File: config.mk
export PLATFORM = sky130hd
export DESIGN_NAME = bitmap_range_set_clear
export DESIGN_NICKNAME = d
export VERILOG_FILES = /design/src/rtl/core/bmrsc_pkg.sv /design/src/rtl/core/bmrsc_ram.sv /design/src/rtl/core/bmrsc_ctrl.sv /design/src/rtl/core/bmrsc_dp.sv /design/src/rtl/core/bitmap_range_set_clear.sv
export SDC_FILE = /design/constraint.sdc
export NUM_CORES = 2
export LEC_CHECK = 0
export BUFFER_PORTS_ARGS = -buffer_cell sky130_fd_sc_hd__buf_2
export CAP_MARGIN = 25
export CORE_MARGIN = 4
export CORE_UTILIZATION = 24
export CTS_BUF_LIST = sky130_fd_sc_hd__clkbuf_16
export CTS_CLUSTER_SIZE = 24
export DETAILED_ROUTE_END_ITERATION = 8
export GPL_ROUTABILITY_DRIVEN = 0
export SYNTH_ARGS = -nofsm -noshare
export SYNTH_HDL_FRONTEND = slang
export SYNTH_HIERARCHICAL = 1
export SYNTH_SLANG_ARGS = --single-unit
export TNS_END_PERCENT = 50
File: constraint.sdc
create_clock -name clk -period 17.5 [get_ports clk]
set_input_delay 0.875 -clock clk [delete_from_list [all_inputs] [get_ports clk]]
set_output_delay 0.875 -clock clk [all_outputs]
set_load 0.02 [all_outputs]
File: src/rtl/core/bmrsc_pkg.sv
// Package with shared constants, request codes and control types for the bitmap range block.
`timescale 1ns / 1ps
package bmrsc_pkg;

	// Map geometry.
	localparam int unsigned MAP_BITS  = 4096;
	localparam int unsigned MAP_BYTES = (MAP_BITS + 7) / 8;
	localparam int unsigned ADDR_W    = (MAP_BYTES > 1) ? $clog2(MAP_BYTES) : 1;

	// Field widths of one transaction.
	localparam int unsigned REQ_W   = 2;
	localparam int unsigned INDEX_W = 12;
	localparam int unsigned DATA_W  = 8;

	// Request codes.
	localparam logic [REQ_W-1:0] REQ_SET   = 2'd0;
	localparam logic [REQ_W-1:0] REQ_CLEAR = 2'd1;
	localparam logic [REQ_W-1:0] REQ_READ  = 2'd2;

	// Byte constants.
	localparam logic [DATA_W-1:0] BYTE_ONES  = 8'hFF;
	localparam logic [DATA_W-1:0] BYTE_ZEROS = 8'h00;
	localparam logic [2:0]        BIT_TOP    = 3'd7;

	// Controller states.
	typedef enum logic [2:0] {
		ST_CLEAR,
		ST_IDLE,
		ST_WALK,
		ST_RDWAIT,
		ST_DONE
	} state_t;

	// Commands from the controller to the datapath.
	typedef struct packed {
		logic load;
		logic rd_en;
		logic wr_part;
		logic wr_full;
		logic step;
		logic clr_wr;
		logic take_rd;
		logic res_load;
	} cmd_t;

	// Status from the datapath to the controller.
	typedef struct packed {
		logic bad;
		logic is_read;
		logic mask_full;
		logic at_end;
		logic clr_last;
		logic out_free;
	} stat_t;

endpackage

File: src/rtl/core/bmrsc_ram.sv
// Generic single-clock RAM with one write port and one registered read port.
`timescale 1ns / 1ps
module bmrsc_ram #(
	parameter int unsigned WIDTH = 8,
	parameter int unsigned DEPTH = 512,
	localparam int unsigned AW = (DEPTH > 1) ? $clog2(DEPTH) : 1
) (
	input  logic             clk,
	input  logic             we,
	input  logic [AW-1:0]    waddr,
	input  logic [WIDTH-1:0] wdata,
	input  logic             re,
	input  logic [AW-1:0]    raddr,
	output logic [WIDTH-1:0] rdata
);

	logic [WIDTH-1:0] mem [DEPTH];
	logic [WIDTH-1:0] rdata_q;

	// Write port and registered read port.
	always_ff @(posedge clk) begin
		if (we) begin
			mem[waddr] <= wdata;
		end
		if (re) begin
			rdata_q <= mem[raddr];
		end
	end

	assign rdata = rdata_q;

endmodule

File: src/rtl/core/bmrsc_ctrl.sv
// Controller state machine that sequences clearing, byte walks and result hand-off.
`timescale 1ns / 1ps
module bmrsc_ctrl (
	input  logic                clk,
	input  logic                arst_n,
	input  logic                in_valid,
	output logic                in_ready,
	input  bmrsc_pkg::stat_t    stat,
	output bmrsc_pkg::cmd_t     cmd
);

	bmrsc_pkg::state_t state_q;
	bmrsc_pkg::state_t state_d;

	// State register.
	always_ff @(posedge clk or negedge arst_n) begin
		if (!arst_n) begin
			state_q <= bmrsc_pkg::ST_CLEAR;
		end else begin
			state_q <= state_d;
		end
	end

	// Next state.
	always_comb begin
		state_d = state_q;
		case (state_q)
			bmrsc_pkg::ST_CLEAR: begin
				if (stat.clr_last) state_d = bmrsc_pkg::ST_IDLE;
			end
			bmrsc_pkg::ST_IDLE: begin
				if (in_valid) state_d = bmrsc_pkg::ST_WALK;
			end
			bmrsc_pkg::ST_WALK: begin
				if (stat.bad) begin
					state_d = bmrsc_pkg::ST_DONE;
				end else if (stat.is_read || !stat.mask_full) begin
					state_d = bmrsc_pkg::ST_RDWAIT;
				end else if (stat.at_end) begin
					state_d = bmrsc_pkg::ST_DONE;
				end
			end
			bmrsc_pkg::ST_RDWAIT: begin
				if (stat.is_read || stat.at_end) begin
					state_d = bmrsc_pkg::ST_DONE;
				end else begin
					state_d = bmrsc_pkg::ST_WALK;
				end
			end
			bmrsc_pkg::ST_DONE: begin
				if (stat.out_free) state_d = bmrsc_pkg::ST_IDLE;
			end
			default: state_d = bmrsc_pkg::ST_IDLE;
		endcase
	end

	// Outputs.
	always_comb begin
		cmd      = '0;
		in_ready = 1'b0;
		case (state_q)
			bmrsc_pkg::ST_CLEAR: begin
				cmd.clr_wr = 1'b1;
			end
			bmrsc_pkg::ST_IDLE: begin
				in_ready = 1'b1;
				cmd.load = in_valid;
			end
			bmrsc_pkg::ST_WALK: begin
				if (!stat.bad) begin
					if (stat.is_read || !stat.mask_full) begin
						cmd.rd_en = 1'b1;
					end else begin
						cmd.wr_full = 1'b1;
						cmd.step    = !stat.at_end;
					end
				end
			end
			bmrsc_pkg::ST_RDWAIT: begin
				if (stat.is_read) begin
					cmd.take_rd = 1'b1;
				end else begin
					cmd.wr_part = 1'b1;
					cmd.step    = !stat.at_end;
				end
			end
			bmrsc_pkg::ST_DONE: begin
				cmd.res_load = stat.out_free;
			end
			default: begin
				cmd = '0;
			end
		endcase
	end

endmodule

File: src/rtl/core/bmrsc_dp.sv
// Datapath with request registers, byte walker, edge masks, bitmap store and result register.
`timescale 1ns / 1ps
module bmrsc_dp (
	input  logic                                 clk,
	input  logic                                 arst_n,
	input  logic [bmrsc_pkg::REQ_W-1:0]          req_type,
	input  logic [bmrsc_pkg::INDEX_W-1:0]        range_start,
	input  logic [bmrsc_pkg::INDEX_W-1:0]        range_end,
	output logic                                 out_valid,
	input  logic                                 out_ready,
	output logic [bmrsc_pkg::DATA_W-1:0]         read_data,
	output logic                                 status,
	input  bmrsc_pkg::cmd_t                      cmd,
	output bmrsc_pkg::stat_t                     stat
);

	logic [bmrsc_pkg::REQ_W-1:0]  req_q;
	logic                         bad_q;
	logic [bmrsc_pkg::ADDR_W-1:0] start_q;
	logic [bmrsc_pkg::ADDR_W-1:0] end_q;
	logic [bmrsc_pkg::ADDR_W-1:0] cur_q;
	logic [2:0]                   lo_q;
	logic [2:0]                   hi_q;
	logic [bmrsc_pkg::ADDR_W-1:0] clr_q;
	logic [bmrsc_pkg::DATA_W-1:0] res_data_q;
	logic                         out_valid_q;
	logic [bmrsc_pkg::DATA_W-1:0] read_data_q;
	logic                         status_q;

	logic                         bad_in;
	logic [2:0]                   lo;
	logic [2:0]                   hi;
	logic [bmrsc_pkg::DATA_W-1:0] mask;
	logic [bmrsc_pkg::DATA_W-1:0] rdata;
	logic [bmrsc_pkg::DATA_W-1:0] wdata;
	logic [bmrsc_pkg::ADDR_W-1:0] addr;
	logic                         we;

	// Rejection check on the incoming transaction.
	always_comb begin
		case (req_type)
			bmrsc_pkg::REQ_READ: begin
				bad_in = 32'(range_start) >= bmrsc_pkg::MAP_BITS;
			end
			bmrsc_pkg::REQ_SET, bmrsc_pkg::REQ_CLEAR: begin
				bad_in = (range_start > range_end) ||
					(32'(range_end) >= bmrsc_pkg::MAP_BITS);
			end
			default: bad_in = 1'b1;
		endcase
	end

	// Request registers and byte walker.
	always_ff @(posedge clk) begin
		if (cmd.load) begin
			req_q   <= req_type;
			bad_q   <= bad_in;
			start_q <= bmrsc_pkg::ADDR_W'(range_start >> 3);
			end_q   <= bmrsc_pkg::ADDR_W'(range_end >> 3);
			cur_q   <= bmrsc_pkg::ADDR_W'(range_start >> 3);
			lo_q    <= range_start[2:0];
			hi_q    <= range_end[2:0];
		end else if (cmd.step) begin
			cur_q <= cur_q + 1'b1;
		end
	end

	// Pending result: zero data unless a read captures the store byte.
	always_ff @(posedge clk) begin
		if (cmd.load) begin
			res_data_q <= bmrsc_pkg::BYTE_ZEROS;
		end else if (cmd.take_rd) begin
			res_data_q <= rdata;
		end
	end

	// Clearing pass counter after reset.
	always_ff @(posedge clk or negedge arst_n) begin
		if (!arst_n) begin
			clr_q <= '0;
		end else if (cmd.clr_wr) begin
			clr_q <= clr_q + 1'b1;
		end
	end

	// Edge masks for the first and last byte of the range.
	always_comb begin
		lo   = (cur_q == start_q) ? lo_q : 3'd0;
		hi   = (cur_q == end_q) ? hi_q : bmrsc_pkg::BIT_TOP;
		mask = (bmrsc_pkg::BYTE_ONES << lo) & (bmrsc_pkg::BYTE_ONES >> (bmrsc_pkg::BIT_TOP - hi));
	end

	// Store write data and address selection.
	always_comb begin
		addr  = cmd.clr_wr ? clr_q : cur_q;
		we    = cmd.clr_wr | cmd.wr_full | cmd.wr_part;
		wdata = bmrsc_pkg::BYTE_ZEROS;
		if (cmd.wr_full) begin
			wdata = (req_q == bmrsc_pkg::REQ_SET) ? bmrsc_pkg::BYTE_ONES
				: bmrsc_pkg::BYTE_ZEROS;
		end else if (cmd.wr_part) begin
			wdata = (req_q == bmrsc_pkg::REQ_SET) ? (rdata | mask) : (rdata & ~mask);
		end
	end

	bmrsc_ram #(
		.WIDTH (bmrsc_pkg::DATA_W),
		.DEPTH (bmrsc_pkg::MAP_BYTES)
	) u_store (
		.clk   (clk),
		.we    (we),
		.waddr (addr),
		.wdata (wdata),
		.re    (cmd.rd_en),
		.raddr (addr),
		.rdata (rdata)
	);

	// Output register holding the finished transaction.
	always_ff @(posedge clk or negedge arst_n) begin
		if (!arst_n) begin
			out_valid_q <= 1'b0;
		end else if (cmd.res_load) begin
			out_valid_q <= 1'b1;
		end else if (out_ready) begin
			out_valid_q <= 1'b0;
		end
	end

	always_ff @(posedge clk) begin
		if (cmd.res_load) begin
			read_data_q <= res_data_q;
			status_q    <= bad_q;
		end
	end

	assign out_valid = out_valid_q;
	assign read_data = read_data_q;
	assign status    = status_q;

	// Status toward the controller.
	always_comb begin
		stat.bad       = bad_q;
		stat.is_read   = (req_q == bmrsc_pkg::REQ_READ);
		stat.mask_full = (mask == bmrsc_pkg::BYTE_ONES);
		stat.at_end    = (cur_q == end_q);
		stat.clr_last  = (clr_q == bmrsc_pkg::ADDR_W'(bmrsc_pkg::MAP_BYTES - 1));
		stat.out_free  = !out_valid_q || out_ready;
	end

endmodule

File: src/rtl/core/bitmap_range_set_clear.sv
// Top level: bitmap range set/clear/read engine built from a controller and a datapath.
// Sequence: a rejected request goes from the walk state straight to the done state; a read
// fetches its byte and captures it in the wait state; a set or clear writes whole bytes
// directly and reads, then writes back, partial edge bytes, one store access at a time.
// Throughput: one transaction at a time; the next is accepted in the cycle after the result
// moves into the output register, which waits while an earlier result is still unaccepted.
// Reset: after arst_n rises a clearing pass writes zero to all 512 store bytes, one per cycle.
`timescale 1ns / 1ps
module bitmap_range_set_clear (
	input  logic                          clk,
	input  logic                          arst_n,
	input  logic                          in_valid,
	output logic                          in_ready,
	input  logic [bmrsc_pkg::REQ_W-1:0]   req_type,
	input  logic [bmrsc_pkg::INDEX_W-1:0] range_start,
	input  logic [bmrsc_pkg::INDEX_W-1:0] range_end,
	output logic                          out_valid,
	input  logic                          out_ready,
	output logic [bmrsc_pkg::DATA_W-1:0]  read_data,
	output logic                          status
);

	bmrsc_pkg::cmd_t  cmd;
	bmrsc_pkg::stat_t stat;

	bmrsc_ctrl u_ctrl (
		.clk      (clk),
		.arst_n   (arst_n),
		.in_valid (in_valid),
		.in_ready (in_ready),
		.stat     (stat),
		.cmd      (cmd)
	);

	bmrsc_dp u_dp (
		.clk         (clk),
		.arst_n      (arst_n),
		.req_type    (req_type),
		.range_start (range_start),
		.range_end   (range_end),
		.out_valid   (out_valid),
		.out_ready   (out_ready),
		.read_data   (read_data),
		.status      (status),
		.cmd         (cmd),
		.stat        (stat)
	);

endmodule

==> impl_metrics.toml <==
[run_status]
status = "finished, final reports clean"

[critical_path]
arrival_ns = 7.83
crit_chain = "nor3_2, buf_4, mux2_8, buf_4, buf_12, buf_4, buf_4, mux4_2, nor3_1, nor3_1, nand3_1, o21ai_0, buf_4, buf_4, o2111a_1"
crit_buf_inv = 7
cpMostUsedCell = "buf_4"
path_class = "reg -> reg"
worstSetupStartpointType = "register"
cp.required_ns = 18.22
endpoint_kind = "register"
cp_max_fo = 100
slowest_stage = "buf_4"
crit_family = "buffers and inverters"
cp_slowest_stage_delay_ns = 0.85

[drt]
routed-via-count = 84200
first_iter_violations = 10500
drtPass1Iterations = 6
dr_wl_met2_um = 198000
drc = 0
wl_met1_um = 185000
viasPerCell = 4.74
drt_wl_total_um = 433000
avgRoutedWirePerCell_um = 24.4
routed.top_layer = "met5"
antenna_left = 0
route.met3.wl_um = 37000

[finish]
drive_gt1_frac = 0.174
final_net_count = 8531
final_cell_mix = "edfxtp_1 (4149), mux2i_1 (806), mux4_2 (654)"
final_common_cell = "edfxtp_1"
syn_to_final_growth_pct = 14.6
fin_area_um2 = 187000

[floorplan]
io_pins = 41
design.core.area_um2 = 678000
die_y_um = 834
die_x_um = 834
start_util = 0.241
dieArea_um2 = 695000
fp-row-count = 302

[timing]
rsz0062_at_grt = "no"
worst_slack_ns = 10.39
min_period_ns = 7.11
final_hold_viol_count = 0
post-route-period-util = 0.406
slew_violations = 0
worstMarginPinSlew_ns = 1.30
relSlewSlack = 0.133
fin_skew_ns = 0.0624
setup_viol = 0
clock.fmax_ghz = 0.141

[yosys]
yosysTopAreaCell = "edfxtp_1"
synth_top_family_by_area = "multiplexers"
synth_fa_ha_area_frac = 0.00115
avgSynthCellArea_um2 = 19.6
synthMuxAreaShare = 0.141
ys_seq_elements = 4170
synth_xor_area_frac = 0.00171
synth_flop_cell = "edfxtp_1"
synth_compound_area_frac = 0.0441
ys_warn_count = 6
yosysSeqAreaShare = 0.765
synth_edf_count = 4149
async_flop_share = 0.00312
synth_cell_type_count = 74
syn_inst = 8343
netlist.area_leader.share = 0.762
synth_area_um2 = 164000
ys_top_cells_by_area = "edfxtp_1 (76%), mux4_2 (9.0%), mux2i_1 (5.0%)"
synth_fp_nets = 8388
yosys.area_share.simple = 0.0287

[pwr]
total_power_w = 0.0335
p_sw_frac = 0.376
pwr-share-comb = 0.401
power_frac_clock = 0.254
power_per_cell_area_nw_per_um2 = 179
p_switching_w = 0.0126
p_seq_frac = 0.344
p_leak_nw = 58.9
cellInternalPower_w = 0.0209
vdd_drop_max_uv = 256

[worst_hold_path]
hold_path_class = "in -> reg"

[clocking]
cts_tree = "yes"
clk_pin_slew_ns = 0.06
clock_sinks = 4170
cts_htree_levels = 5
clockBufferDepth = 4
numCtsBuffers = 418
clockRootBuffer = "clkbuf_16"
clk_latency_ns = 0.99

[grt]
grt_start_max_net_pins = 198
grt_use_total = 0.120
antenna_found_initial = 24
grt_pass1_wl_um = 620000
grt-ovfl-total = 0
grt_pass1_vias = 82200

[placement]
portBuffers = 40
dp_hpwl_um = 254000
pre_cts_slack_ns = 10.31
placed_cell_area_um2 = 174000

[job]
maxCapViolations = 0
worst paths after layout:
kind / startpoint / endpoint / slack [ns] / cells past startpoint
worst max-delay path: u_ctrl/state_q[0] / u_dp/u_store/rdata[7] / 10.39 / 15
worst max register to register: u_ctrl/state_q[0] / u_dp/u_store/rdata[7] / 10.39 / 15
max in group asynchronous: arst_n / u_dp/out_valid / 16.64 / 2
worst min register to register: u_dp/res_data_q[1] / u_dp/read_data[1] / 0.43 / 0
min in group asynchronous: arst_n / u_dp/clr_q[0] / 0.59 / 2
worst min-delay path: range_end[5] / u_dp/end_q[2] / 0.11 / 1
final cells by class:
type | instances | area, um^2
inverters | 19 | 78.8
clock buffers | 423 | 10600
clock inverters | 328 | 2440
diodes | 5 | 12.5
flip-flops and latches | 4170 | 125000
fillers | 66900 | 490000
multi-input cells | 3626 | 35800
repair buffers | 251 | 2220
well taps | 8968 | 11200
cell families after synthesis:
logic type	Yosys count
flops	4170
mux	1480
simple gates	1070
compound gates	1029
buf+inv	547
xor+xnor	32
fa+ha+maj	15
state kept, by name (all words and copies together), names as in the netlist, 8 cells and up:
name,count
u_dp/u_store/rdata,8
u_dp/start_q,9
u_dp/res_data_q,8
u_dp/clr_q,9
u_dp/read_data,8
u_dp/u_store/mem,4096
u_dp/cur_q,9
u_dp/end_q,9
timing repair:
action,in CTS,in global routing
setup buffers,0,0
hold buffers,3,0
hold endpoints to repair,15,0
resized for setup,0,0
through the flow:
step                      hold WS [ns]  utilization  std cells  setup TNS (ns)
after floorplan                  0.408            -       8343        -4588.34
after CTS                      0.00478        0.276      17800               0
after global routing            0.0685        0.276      17800               0
after global placement           0.422        0.256      17000               0
final                            0.108        0.276      17800               0
after detailed placement         0.422        0.257      17000               0
cells in the mapped netlist, types with 10 or more instances:
master and n:
o31ai_1 14, buf_4 71, and2_1 22, mux4_2 654
ha_1 15, dfrtp_1 13, xor2_1 13, nand3_1 46
inv_1 18, clkbuf_1 270, o22ai_1 163, nor3_1 114
nand4_1 38, nor4_1 36, buf_1 44, buf_6 67
edfxtp_1 4149, a22oi_1 61, nor2b_1 10, a211oi_1 17
o221ai_1 371, nor2_1 621, o21ai_0 133, mux2_2 12
a21oi_1 212, mux2i_1 814, nand2_1 131, buf_2 60
buf_8 11, xnor2_1 19
routing by layer:
| metal | vias up | track usage |
|---|---|---|
| li1 | 34900 | - |
| met1 | 44900 | 0.172 |
| met2 | 3858 | 0.185 |
| met3 | 658 | 0.0213 |
| met4 | 8 | 0.0353 |
| met5 | - | 0 |
power groups by stage:
stage          Sequential [W]  Combinational [W]  Clock (W)
2_1_floorplan          0.0121            0.00884          0
3_3_place_gp           0.0118             0.0133          0
3_5_place_dp           0.0118             0.0134          0
4_1_cts                0.0115             0.0134    0.00869
5_1_grt                0.0116             0.0141    0.00913
6_report               0.0115             0.0135    0.00853
Note: power is estimated with default switching activity, not from simulation.
